### config.mk
export PLATFORM = sky130hd
export DESIGN_NAME = qpst_ctrl
export DESIGN_NICKNAME = d
export VERILOG_FILES = /design/src/sv/qpst_pkg.sv /design/src/sv/qpst_ctrl.sv
export SDC_FILE = /design/constraint.sdc
export NUM_CORES = 1
export LEC_CHECK = 0
export ABC_AREA = 1
export BUFFER_PORTS_ARGS = -buffer_cell sky130_fd_sc_hd__buf_2
export CAP_MARGIN = 20
export CORE_MARGIN = 3
export CORE_UTILIZATION = 45
export DETAILED_ROUTE_END_ITERATION = 8
export PLACE_DENSITY = 0.75
export SLEW_MARGIN = 20
export SYNTH_ARGS = -nofsm -noshare
export SYNTH_HDL_FRONTEND = slang
export SYNTH_SLANG_ARGS = --single-unit
### constraint.sdc
create_clock -name clk -period 1.3 [get_ports clk]
set_input_delay 0.195 -clock clk [delete_from_list [all_inputs] [get_ports clk]]
set_output_delay 0.195 -clock clk [all_outputs]
set_load 0.01 [all_outputs]
### src/sv/qpst_pkg.sv
// ---------------------------------------------------------------------------
// qpst_pkg
// Shared types and constants of the stabilization tau block.
// ---------------------------------------------------------------------------
`default_nettype none

package qpst_pkg;

  localparam int FRAC = 16;

  localparam logic [31:0] INV_RT2 = 32'd759250125;
  localparam logic [31:0] INV_RT3 = 32'd619925131;
  localparam logic [47:0] SUM_MAX = 48'hFFFF_FFFF_FFFF;
  localparam logic [63:0] TERM_LIM = 64'd1 << (FRAC + 32);

  localparam logic [1:0] CFG_TIME_STEP = 2'd0;
  localparam logic [1:0] CFG_VISC      = 2'd1;
  localparam logic [1:0] CFG_DENSITY   = 2'd2;
  localparam logic [1:0] CFG_DIMS      = 2'd3;

  localparam logic [1:0] GRP_VEL = 2'd0;
  localparam logic [1:0] GRP_DOT = 2'd1;
  localparam logic [1:0] GRP_X   = 2'd2;

  localparam logic [2:0] DIV_DIR0 = 3'd0;
  localparam logic [2:0] DIV_DIR1 = 3'd1;
  localparam logic [2:0] DIV_DIR2 = 3'd2;
  localparam logic [2:0] DIV_NU   = 3'd3;
  localparam logic [2:0] DIV_LEN  = 3'd4;
  localparam logic [2:0] DIV_TA   = 3'd5;
  localparam logic [2:0] DIV_TAU  = 3'd6;

  localparam logic [1:0] MUL_TB  = 2'd0;
  localparam logic [1:0] MUL_TC1 = 2'd1;
  localparam logic [1:0] MUL_TC2 = 2'd2;

  typedef struct packed {
    logic       load_in;
    logic       first;
    logic       mac_mul;
    logic       mac_load;
    logic       mac_add;
    logic [1:0] mac_grp;
    logic [1:0] mac_step;
    logic       sqrt_start;
    logic       sqrt_to_r;
    logic       div_start;
    logic [2:0] div_sel;
    logic       mul_start;
    logic [1:0] mul_sel;
    logic       dir_default;
    logic       sum_add;
    logic       zero_terms;
    logic       ta_max;
    logic       shift_init;
    logic       shift_step;
    logic       x_load;
    logic       tau_zero;
    logic       tau_max;
    logic       out_load;
  } qpst_cmd_t;

  typedef struct packed {
    logic last;
    logic speed_zero;
    logic sum_zero;
    logic dt_zero;
    logic huge;
    logic shift_more;
    logic r_zero;
    logic div_done;
    logic sqrt_done;
    logic mul_done;
    logic out_busy;
  } qpst_sts_t;

endpackage

`default_nettype wire

### src/sv/qpst_ctrl.sv
// ---------------------------------------------------------------------------
// qpst_ctrl
// Controller: sequences node accumulation, point setup and final terms.
// ---------------------------------------------------------------------------
`default_nettype none

module qpst_ctrl
  import qpst_pkg::*;
(
  input  wire logic      clk,
  input  wire logic      rst,
  input  wire logic      in_valid,
  output logic           in_stall,
  input  wire qpst_sts_t sts,
  output qpst_cmd_t      cmd
);

  localparam logic [4:0] S_IDLE    = 5'd0;
  localparam logic [4:0] S_MAC0    = 5'd1;
  localparam logic [4:0] S_MAC1    = 5'd2;
  localparam logic [4:0] S_MAC2    = 5'd3;
  localparam logic [4:0] S_MAC3    = 5'd4;
  localparam logic [4:0] S_SQGO    = 5'd5;
  localparam logic [4:0] S_SQWAIT  = 5'd6;
  localparam logic [4:0] S_SPDCHK  = 5'd7;
  localparam logic [4:0] S_DIVGO   = 5'd8;
  localparam logic [4:0] S_DIVWAIT = 5'd9;
  localparam logic [4:0] S_MULGO   = 5'd10;
  localparam logic [4:0] S_MULWAIT = 5'd11;
  localparam logic [4:0] S_SUMUP   = 5'd12;
  localparam logic [4:0] S_FIN     = 5'd13;
  localparam logic [4:0] S_TAGO    = 5'd14;
  localparam logic [4:0] S_CHECK   = 5'd15;
  localparam logic [4:0] S_SHIFT   = 5'd16;
  localparam logic [4:0] S_TAUGO   = 5'd17;
  localparam logic [4:0] S_OUT     = 5'd18;

  logic [4:0] state, state_next;
  logic [1:0] grp, grp_next;
  logic [2:0] dsel, dsel_next;
  logic [1:0] msel, msel_next;
  logic       first_pending, first_pending_next;

  assign in_stall = (state != S_IDLE);

  always_comb begin
    state_next = state;
    grp_next = grp;
    dsel_next = dsel;
    msel_next = msel;
    first_pending_next = first_pending;
    cmd = '0;
    cmd.mac_grp = grp;
    cmd.div_sel = dsel;
    cmd.mul_sel = msel;
    cmd.sqrt_to_r = (grp == GRP_X);
    unique case (state)
      S_IDLE: begin
        if (in_valid) begin
          cmd.load_in = 1'b1;
          cmd.first = first_pending;
          grp_next = first_pending ? GRP_VEL : GRP_DOT;
          state_next = S_MAC0;
        end
      end
      S_MAC0: begin
        cmd.mac_mul = 1'b1;
        cmd.mac_step = 2'd0;
        state_next = S_MAC1;
      end
      S_MAC1: begin
        cmd.mac_mul = 1'b1;
        cmd.mac_step = 2'd1;
        cmd.mac_load = 1'b1;
        state_next = S_MAC2;
      end
      S_MAC2: begin
        cmd.mac_mul = 1'b1;
        cmd.mac_step = 2'd2;
        cmd.mac_add = 1'b1;
        state_next = S_MAC3;
      end
      S_MAC3: begin
        cmd.mac_add = 1'b1;
        state_next = (grp == GRP_DOT) ? S_SUMUP : S_SQGO;
      end
      S_SQGO: begin
        cmd.sqrt_start = 1'b1;
        state_next = S_SQWAIT;
      end
      S_SQWAIT: begin
        if (sts.sqrt_done) state_next = (grp == GRP_VEL) ? S_SPDCHK : S_TAUGO;
      end
      S_SPDCHK: begin
        if (sts.speed_zero) begin
          cmd.dir_default = 1'b1;
          grp_next = GRP_DOT;
          state_next = S_MAC0;
        end else begin
          dsel_next = DIV_DIR0;
          state_next = S_DIVGO;
        end
      end
      S_DIVGO: begin
        cmd.div_start = 1'b1;
        state_next = S_DIVWAIT;
      end
      S_DIVWAIT: begin
        if (sts.div_done) begin
          unique case (dsel)
            DIV_DIR0: begin
              dsel_next = DIV_DIR1;
              state_next = S_DIVGO;
            end
            DIV_DIR1: begin
              dsel_next = DIV_DIR2;
              state_next = S_DIVGO;
            end
            DIV_DIR2: begin
              grp_next = GRP_DOT;
              state_next = S_MAC0;
            end
            DIV_NU: begin
              dsel_next = DIV_LEN;
              state_next = S_DIVGO;
            end
            DIV_LEN: begin
              msel_next = MUL_TB;
              state_next = S_MULGO;
            end
            DIV_TA:  state_next = S_CHECK;
            DIV_TAU: state_next = S_OUT;
            default: state_next = S_IDLE;
          endcase
        end
      end
      S_MULGO: begin
        cmd.mul_start = 1'b1;
        state_next = S_MULWAIT;
      end
      S_MULWAIT: begin
        if (sts.mul_done) begin
          unique case (msel)
            MUL_TB: begin
              msel_next = MUL_TC1;
              state_next = S_MULGO;
            end
            MUL_TC1: begin
              msel_next = MUL_TC2;
              state_next = S_MULGO;
            end
            default: state_next = S_TAGO;
          endcase
        end
      end
      S_SUMUP: begin
        cmd.sum_add = 1'b1;
        if (sts.last) begin
          first_pending_next = 1'b1;
          state_next = S_FIN;
        end else begin
          first_pending_next = 1'b0;
          state_next = S_IDLE;
        end
      end
      S_FIN: begin
        if (sts.sum_zero) begin
          cmd.zero_terms = 1'b1;
          state_next = S_TAGO;
        end else begin
          dsel_next = DIV_NU;
          state_next = S_DIVGO;
        end
      end
      S_TAGO: begin
        if (sts.dt_zero) begin
          cmd.ta_max = 1'b1;
          state_next = S_CHECK;
        end else begin
          dsel_next = DIV_TA;
          state_next = S_DIVGO;
        end
      end
      S_CHECK: begin
        if (sts.huge) begin
          cmd.tau_zero = 1'b1;
          state_next = S_OUT;
        end else begin
          cmd.shift_init = 1'b1;
          state_next = S_SHIFT;
        end
      end
      S_SHIFT: begin
        if (sts.shift_more) begin
          cmd.shift_step = 1'b1;
        end else begin
          cmd.x_load = 1'b1;
          grp_next = GRP_X;
          state_next = S_MAC0;
        end
      end
      S_TAUGO: begin
        if (sts.r_zero) begin
          cmd.tau_max = 1'b1;
          state_next = S_OUT;
        end else begin
          dsel_next = DIV_TAU;
          state_next = S_DIVGO;
        end
      end
      S_OUT: begin
        if (!sts.out_busy) begin
          cmd.out_load = 1'b1;
          state_next = S_IDLE;
        end
      end
      default: state_next = S_IDLE;
    endcase
  end

  always_ff @(posedge clk) begin
    if (rst) begin
      state <= S_IDLE;
      grp <= GRP_VEL;
      dsel <= DIV_DIR0;
      msel <= MUL_TB;
      first_pending <= 1'b1;
    end else begin
      state <= state_next;
      grp <= grp_next;
      dsel <= dsel_next;
      msel <= msel_next;
      first_pending <= first_pending_next;
    end
  end

endmodule

`default_nettype wire

==> results.txt, run 1 <==
The xor and xnor fraction of the mapped netlist area is 0%. In this run the number of H-tree levels came out at 1. The maximum buffer depth of the clock tree is 2.

The overall overflow remaining after global route came out at 103. The die height is 59.4 um. By area, the combinational part of the netlist is dominated by simple AND/OR/NAND/NOR gates.

Buffers inserted during clock tree synthesis total 3. The cell sitting at the root of the clock tree is a sky130_fd_sc_hd__clkbuf_4. The number of cells produced by synthesis is between 200 and 250. The area of placed instances is 1890 um^2. After Yosys synthesis, full adders, half adders and majority gates account for 0% of the synthesized area. For this configuration, the core starts out at a cell density of 49.5%. The distinct cell type count of the synthesized netlist is 26. In the global-route stage, repair_timing last flagged the worst endpoint as cmd[26]. The final weighted congestion in routability-driven placement is 1.01.

After the last repair the worst path ends at an output port. The sequential cell area fraction in the yosys report is 20.3%. The mean instance size in the synthesized netlist came out at 5.37 um^2. In the synthesized netlist the dominant register cell turns out to be sky130_fd_sc_hd__dfxtp_1. Summed over all instances, the cell type with the most area after synthesis is sky130_fd_sc_hd__dfxtp_1. The simple logic cell fraction of the synthesized area came out at between 50% and 60%.

The run stopped with a tool error. The number of nets in the synthesized netlist came out at 253. Summing every instance area after synthesis gives 1280 um^2. Summing the areas of all compound-gate instances in the mapped netlist gives 11.5% of the synthesized area.

The global-route total usage across every layer is about 75%. The number of sinks handled by clock tree synthesis is 13. The number of cells after detailed placement came out at 350. During placement, the flow inserted port buffers numbering 42. The first error in the log reads "[ERROR GRT-0232] Routing congestion too high. Check the congestion heatmap in the GUI".

The die width is 59.4 um. In this run, synthesis inferred 0 flip-flops with an integrated enable. The number of rows in the core area came out at 18. Counting flops with an async set or reset pin after synthesis yields a share of 0%. Pin placement for this block handled 43 I/O pins.

The detailed placement HPWL is 3720 um. At the placement stage, the worst setup path has a slack of -0.194 ns. During synthesis, Yosys emitted a total of 0 warnings.

The largest net degree at the start of global routing came out at 13. By area the synthesized netlist is led by sky130_fd_sc_hd__dfxtp_1 20%, sky130_fd_sc_hd__nand2_1 20%, sky130_fd_sc_hd__nor2_1 12%. The share of cell area taken by muxes after synthesis is 0%. It got as far as global routing and failed there. Summed over its instances, the top area cell type makes up between 20% and 30% of the synthesized netlist area. The flop and latch count out of synthesis came out at 13.
what timing repair did:
item / in CTS
endpoints found under the hold margin: 0
endpoints found under the setup margin: 33
buffers inserted: 15
pin swaps: 15
hold buffers: 0
cloned: 0
resized for setup: 66
routing by layer:
metal / overflow / track usage, %
met1: 0 / 71.0
met2: 62 / 98.1
met3: 0 / 46.4
met4: 41 / 91.6
met5: 0 / 6.35
per-stage QoR:
stage / TNS (ns) / utilization [%]
floorplan: -0.114 / -
global placement: -2.28 / 72.9
detailed placement: -2.66 / 72.9
CTS: -8.23 / 88.6
cell usage after synthesis (all sizes together), types with 3 or more instances:
master and number:
nand3 23, dfxtp 13, nor2 52, nand4 5, a21oi 14, inv 40
buf 3, o21ai 10, nand2 72
logic make-up after synthesis:
| group | after synthesis |
|---|---|
| DFF | 13 |
| and+or+nand+nor | 155 |
| buffers and inverters | 44 |
| AOI/OAI and AO/OA | 27 |
==> run 2: changes to the inputs <==
--- a/config.mk
+++ b/config.mk
@@ -9,9 +9,9 @@
 export BUFFER_PORTS_ARGS = -buffer_cell sky130_fd_sc_hd__buf_2
 export CAP_MARGIN = 20
 export CORE_MARGIN = 3
-export CORE_UTILIZATION = 45
+export CORE_UTILIZATION = 35
 export DETAILED_ROUTE_END_ITERATION = 8
-export PLACE_DENSITY = 0.75
+export PLACE_DENSITY_LB_ADDON = 0.15
 export SLEW_MARGIN = 20
 export SYNTH_ARGS = -nofsm -noshare
 export SYNTH_HDL_FRONTEND = slang
==> constraint.sdc (replaced) <==
create_clock -name clk -period 1.7 [get_ports clk]
set_input_delay 0.255 -clock clk [delete_from_list [all_inputs] [get_ports clk]]
set_output_delay 0.255 -clock clk [all_outputs]
set_load 0.01 [all_outputs]
==> run 2 against run 1 <==
- the flow now finishes without violations
- synthesized cell count did not move
- synthesized area did not move
==> results.txt, run 2 <==
The flow ran to the end, and the final reports show no timing, DRC or antenna violations. The via count of the first global-routing pass is 1495. The setup TNS after final layout came out at 0 ns. The number of cells produced by synthesis came to 239 (unchanged).

The max-slew headroom at the worst pin came out at 81.1%. Dividing the final minimum period by the clock period gives ~94%. In the final layout, the share of cells above drive strength 1 is between 20 and 30%. Relative to the synthesized area, the layout overhead comes to 28.4%. The worst setup timing slack at the placement stage is -0.0241 ns (+0.170 ns). The clock insertion delay at the later pin of the skew report is 0.24 ns. STA classifies the critical path endpoint as an output port. VDD sags by at most approximately 0.56 mV.

The H-tree level count came to 1 (unchanged). The total power consumption of the routed design is 0.00106 W. The die width is 66.5 um (+12%). The detail route stage leaves a number of antenna-violating nets equal to 0. For this design, the slowest cell found on the critical path is sky130_fd_sc_hd__dfxtp_2. The minimum clock period is 1.60 ns. The library cell used most frequently in the layout, excluding fill and tap cells, is sky130_fd_sc_hd__nand2_1. The overall overflow remaining after global route is 0. The maximum buffer depth of the clock tree came out at 2 (unchanged). The hold violation count in the final report is 0.

The buffers plus inverters on the worst setup path is 3. The initial core utilization is 37.3% (-12 points). Leaving out fill and tap cells, the most frequent cells in the layout are 67 x sky130_fd_sc_hd__nand2_1, 42 x sky130_fd_sc_hd__buf_2, 39 x sky130_fd_sc_hd__nor2_1, 36 x sky130_fd_sc_hd__inv_1, 21 x sky130_fd_sc_hd__nand3_1. The CTS clock-pin slew for the worst setup and hold paths is 0.05 ns. The count of flip-flops with a built-in enable after synthesis came out at 0 (unchanged).

The number of sinks handled by clock tree synthesis came out at 13 (unchanged). The overall routed net length is between 4000 and 5000 um. The analysis attributes to cell leakage a power of 0.960 nW. The register with the most flip-flops in the final layout is state.

The maximum frequency from static timing analysis is 0.625 GHz. The largest net degree at the start of global routing is 13. The most frequent cell after synthesis is sky130_fd_sc_hd__nand2_1. The count of maximum capacitance violations is 0. The floorplan step defined a core boundary enclosing 3440 um^2. Dividing total power by cell area gives a power density of 642 nW/um^2. The tightest min-delay check is of the input pin to flop type. In the routed layout, each cell is associated on average with a via count of 4.95. The number of clock buffers inserted by TritonCTS is 3 (unchanged).

The floorplan step defined a die boundary enclosing 4430 um^2. The number of nets at the end of the flow came out at 302. The post-synthesis instance area was 1280 um^2 (unchanged).

The clock tree from TritonCTS is yes. The violation count after the first detailed-routing iteration came out at 124. The arrival time reported for the critical path endpoint is about 1.4 ns. The detailed placement HPWL is 3380 um (-9.1%). The sequential cell area fraction in the yosys report came to 20.3% (unchanged). The mean instance size in the synthesized netlist came out at 5.37 um^2 (unchanged). The count of TritonRoute iterations in the first routing pass is 4. The required time of the worst setup path is 1.44 ns. The clock arrives with 0.00159 ns of skew. The most used flip-flop cell after synthesis is sky130_fd_sc_hd__dfxtp_1. The count of buffers inserted at the top-level ports was 42 (unchanged). The worst-margin pin slew is 0.283 ns. The peak per-stage delay on the critical path came out at 0.42 ns. The largest area contributor in the synthesized netlist is sky130_fd_sc_hd__dfxtp_1. STA classifies the critical path startpoint as a flop. The share of async-settable or async-resettable flops after synthesis is 0% (unchanged). The initial antenna violation count is 0.

The antenna diode instance count is 0. The yosys synthesis warning count was 0 (unchanged). The number of fill cells in the layout is 372. The post-detailed-route wirelength per cell is around 12 um. The largest fanout of any net on the critical path came out at 5. The die height was 66.5 um (+12%). The largest registers in the layout are state: 5 flops, dsel: 3 flops.

Setup repair after global routing left no endpoint under its margin. The family with the most delay on the worst path is flip-flops. The global-route total usage across every layer is around 20%. The flip-flop count of the largest register after layout came out at 5. Sorting the synthesized cells by area gives the leading types as sky130_fd_sc_hd__dfxtp_1 20%, sky130_fd_sc_hd__nand2_1 20%, sky130_fd_sc_hd__nor2_1 12%.

The area share of the leading cell type in the synthesized netlist came out at 20.3% (unchanged). The via count is 1648. Counting instances in the post-synthesis netlist gives the leading cell types as 67 x sky130_fd_sc_hd__nand2_1, 41 x sky130_fd_sc_hd__nor2_1, 37 x sky130_fd_sc_hd__inv_1. The number of I/O pins came out at 43 (unchanged). The number of rows in the core area is 21 (+3). The setup path with the least slack is of type flop to output port. The cell that appears most often on the critical path is sky130_fd_sc_hd__inv_1. The number of slew-limit violations in the final report came out at 0. The flop and latch count out of synthesis is 13 (unchanged). The first global-routing pass estimated around 6700 um of wire. In this run the clock root is driven by a sky130_fd_sc_hd__clkbuf_8.

The DRC violation count after routing is 0. The distinct cell type count of the synthesized netlist came out at 26 (unchanged). The signal on the critical path passes through nand2_2, inv_1, nand3_1, inv_1, buf_2. The slack of the critical path came out at 0.0991 ns.

The final weighted congestion in routability-driven placement is 0.884 (-12%). The number of endpoints failing setup at the final stage is 0. The number of nets in the synthesized netlist is 253 (unchanged). Across all hold checks on the routed design, the worst slack comes to about 0.30 ns. The total of hold buffers inserted after clock tree synthesis came out at 0 (unchanged).
-- run 2: cell counts after synthesis --
No cell type changed its count.
-- run 2: repair_timing --
item,in CTS,in global routing
resized for setup,6,5
setup endpoints to repair,10,11
pin swaps,1,0
setup buffers,1,0
-- run 2: area by class of cell --
class,instances,area [um^2],area share (%)
multi-input cells,182,871,52.9
clock buffers,4,45.0,2.74
flip-flops and latches,13,268,16.3
repair buffers,48,255,15.5
inverters,40,150,9.12
well taps,46,57.6,3.50
-- run 2: path summary, 6_finish.rpt --
| kind | start | endpoint | slack (ns) | cells after the start |
|---|---|---|---|---|
| max | state[0]$_SDFFE_PP0P_ | cmd[9] | 0.1 | 5 |
| min | sts[5] | grp[1]$_SDFFE_PP0P_ | 0.30 | 4 |
| max reg2reg | state[1]$_SDFFE_PP0P_ | dsel[0]$_SDFFE_PP0P_ | 0.15 | 11 |
| min reg2reg | msel[0]$_SDFFE_PP0P_ | msel[0]$_SDFFE_PP0P_ | 0.49 | 2 |
-- run 2: kinds of logic (layout without fill, tap and decap cells) --
family	Yosys count	count (layout)	share of synthesized area (%)
simple gates	155	155	54.6
buf+inv	44	92	13.6
compound gates	27	27	11.5
flops	13	13	20.3
-- run 2: layer usage --
| metal | global-route usage, % | routed length [um] |
|---|---|---|
| met1 | 27.2 | 1860 |
| met2 | 31.1 | 1950 |
| met3 | 3.04 | 321 |
| met4 | 5.84 | 34 |
| met5 | 0 | 0 |
-- run 2: per-stage QoR --
step	utilization, %	area [um^2]	instances
after floorplan	-	1280	239
after global placement	45.4	1560	328
after detailed placement	45.4	1560	328
after CTS	47.5	1630	333
after global routing	47.8	1650	333
final	47.8	1650	333
-- run 2: report_power, final --
part           switching [W]  internal (W)
sequential         0.0000409      0.000324
combinational       0.000272      0.000146
clock               0.000109      0.000166
total               0.000422      0.000636
-- run 2: worst min-delay path: stages --
cell	delay (ns)
sky130_fd_sc_hd__buf_2	0.09
sky130_fd_sc_hd__nor2_1	0.05
sky130_fd_sc_hd__inv_1	0.05
sky130_fd_sc_hd__a21oi_1	0.05
Power figures use the tool's default switching activity.
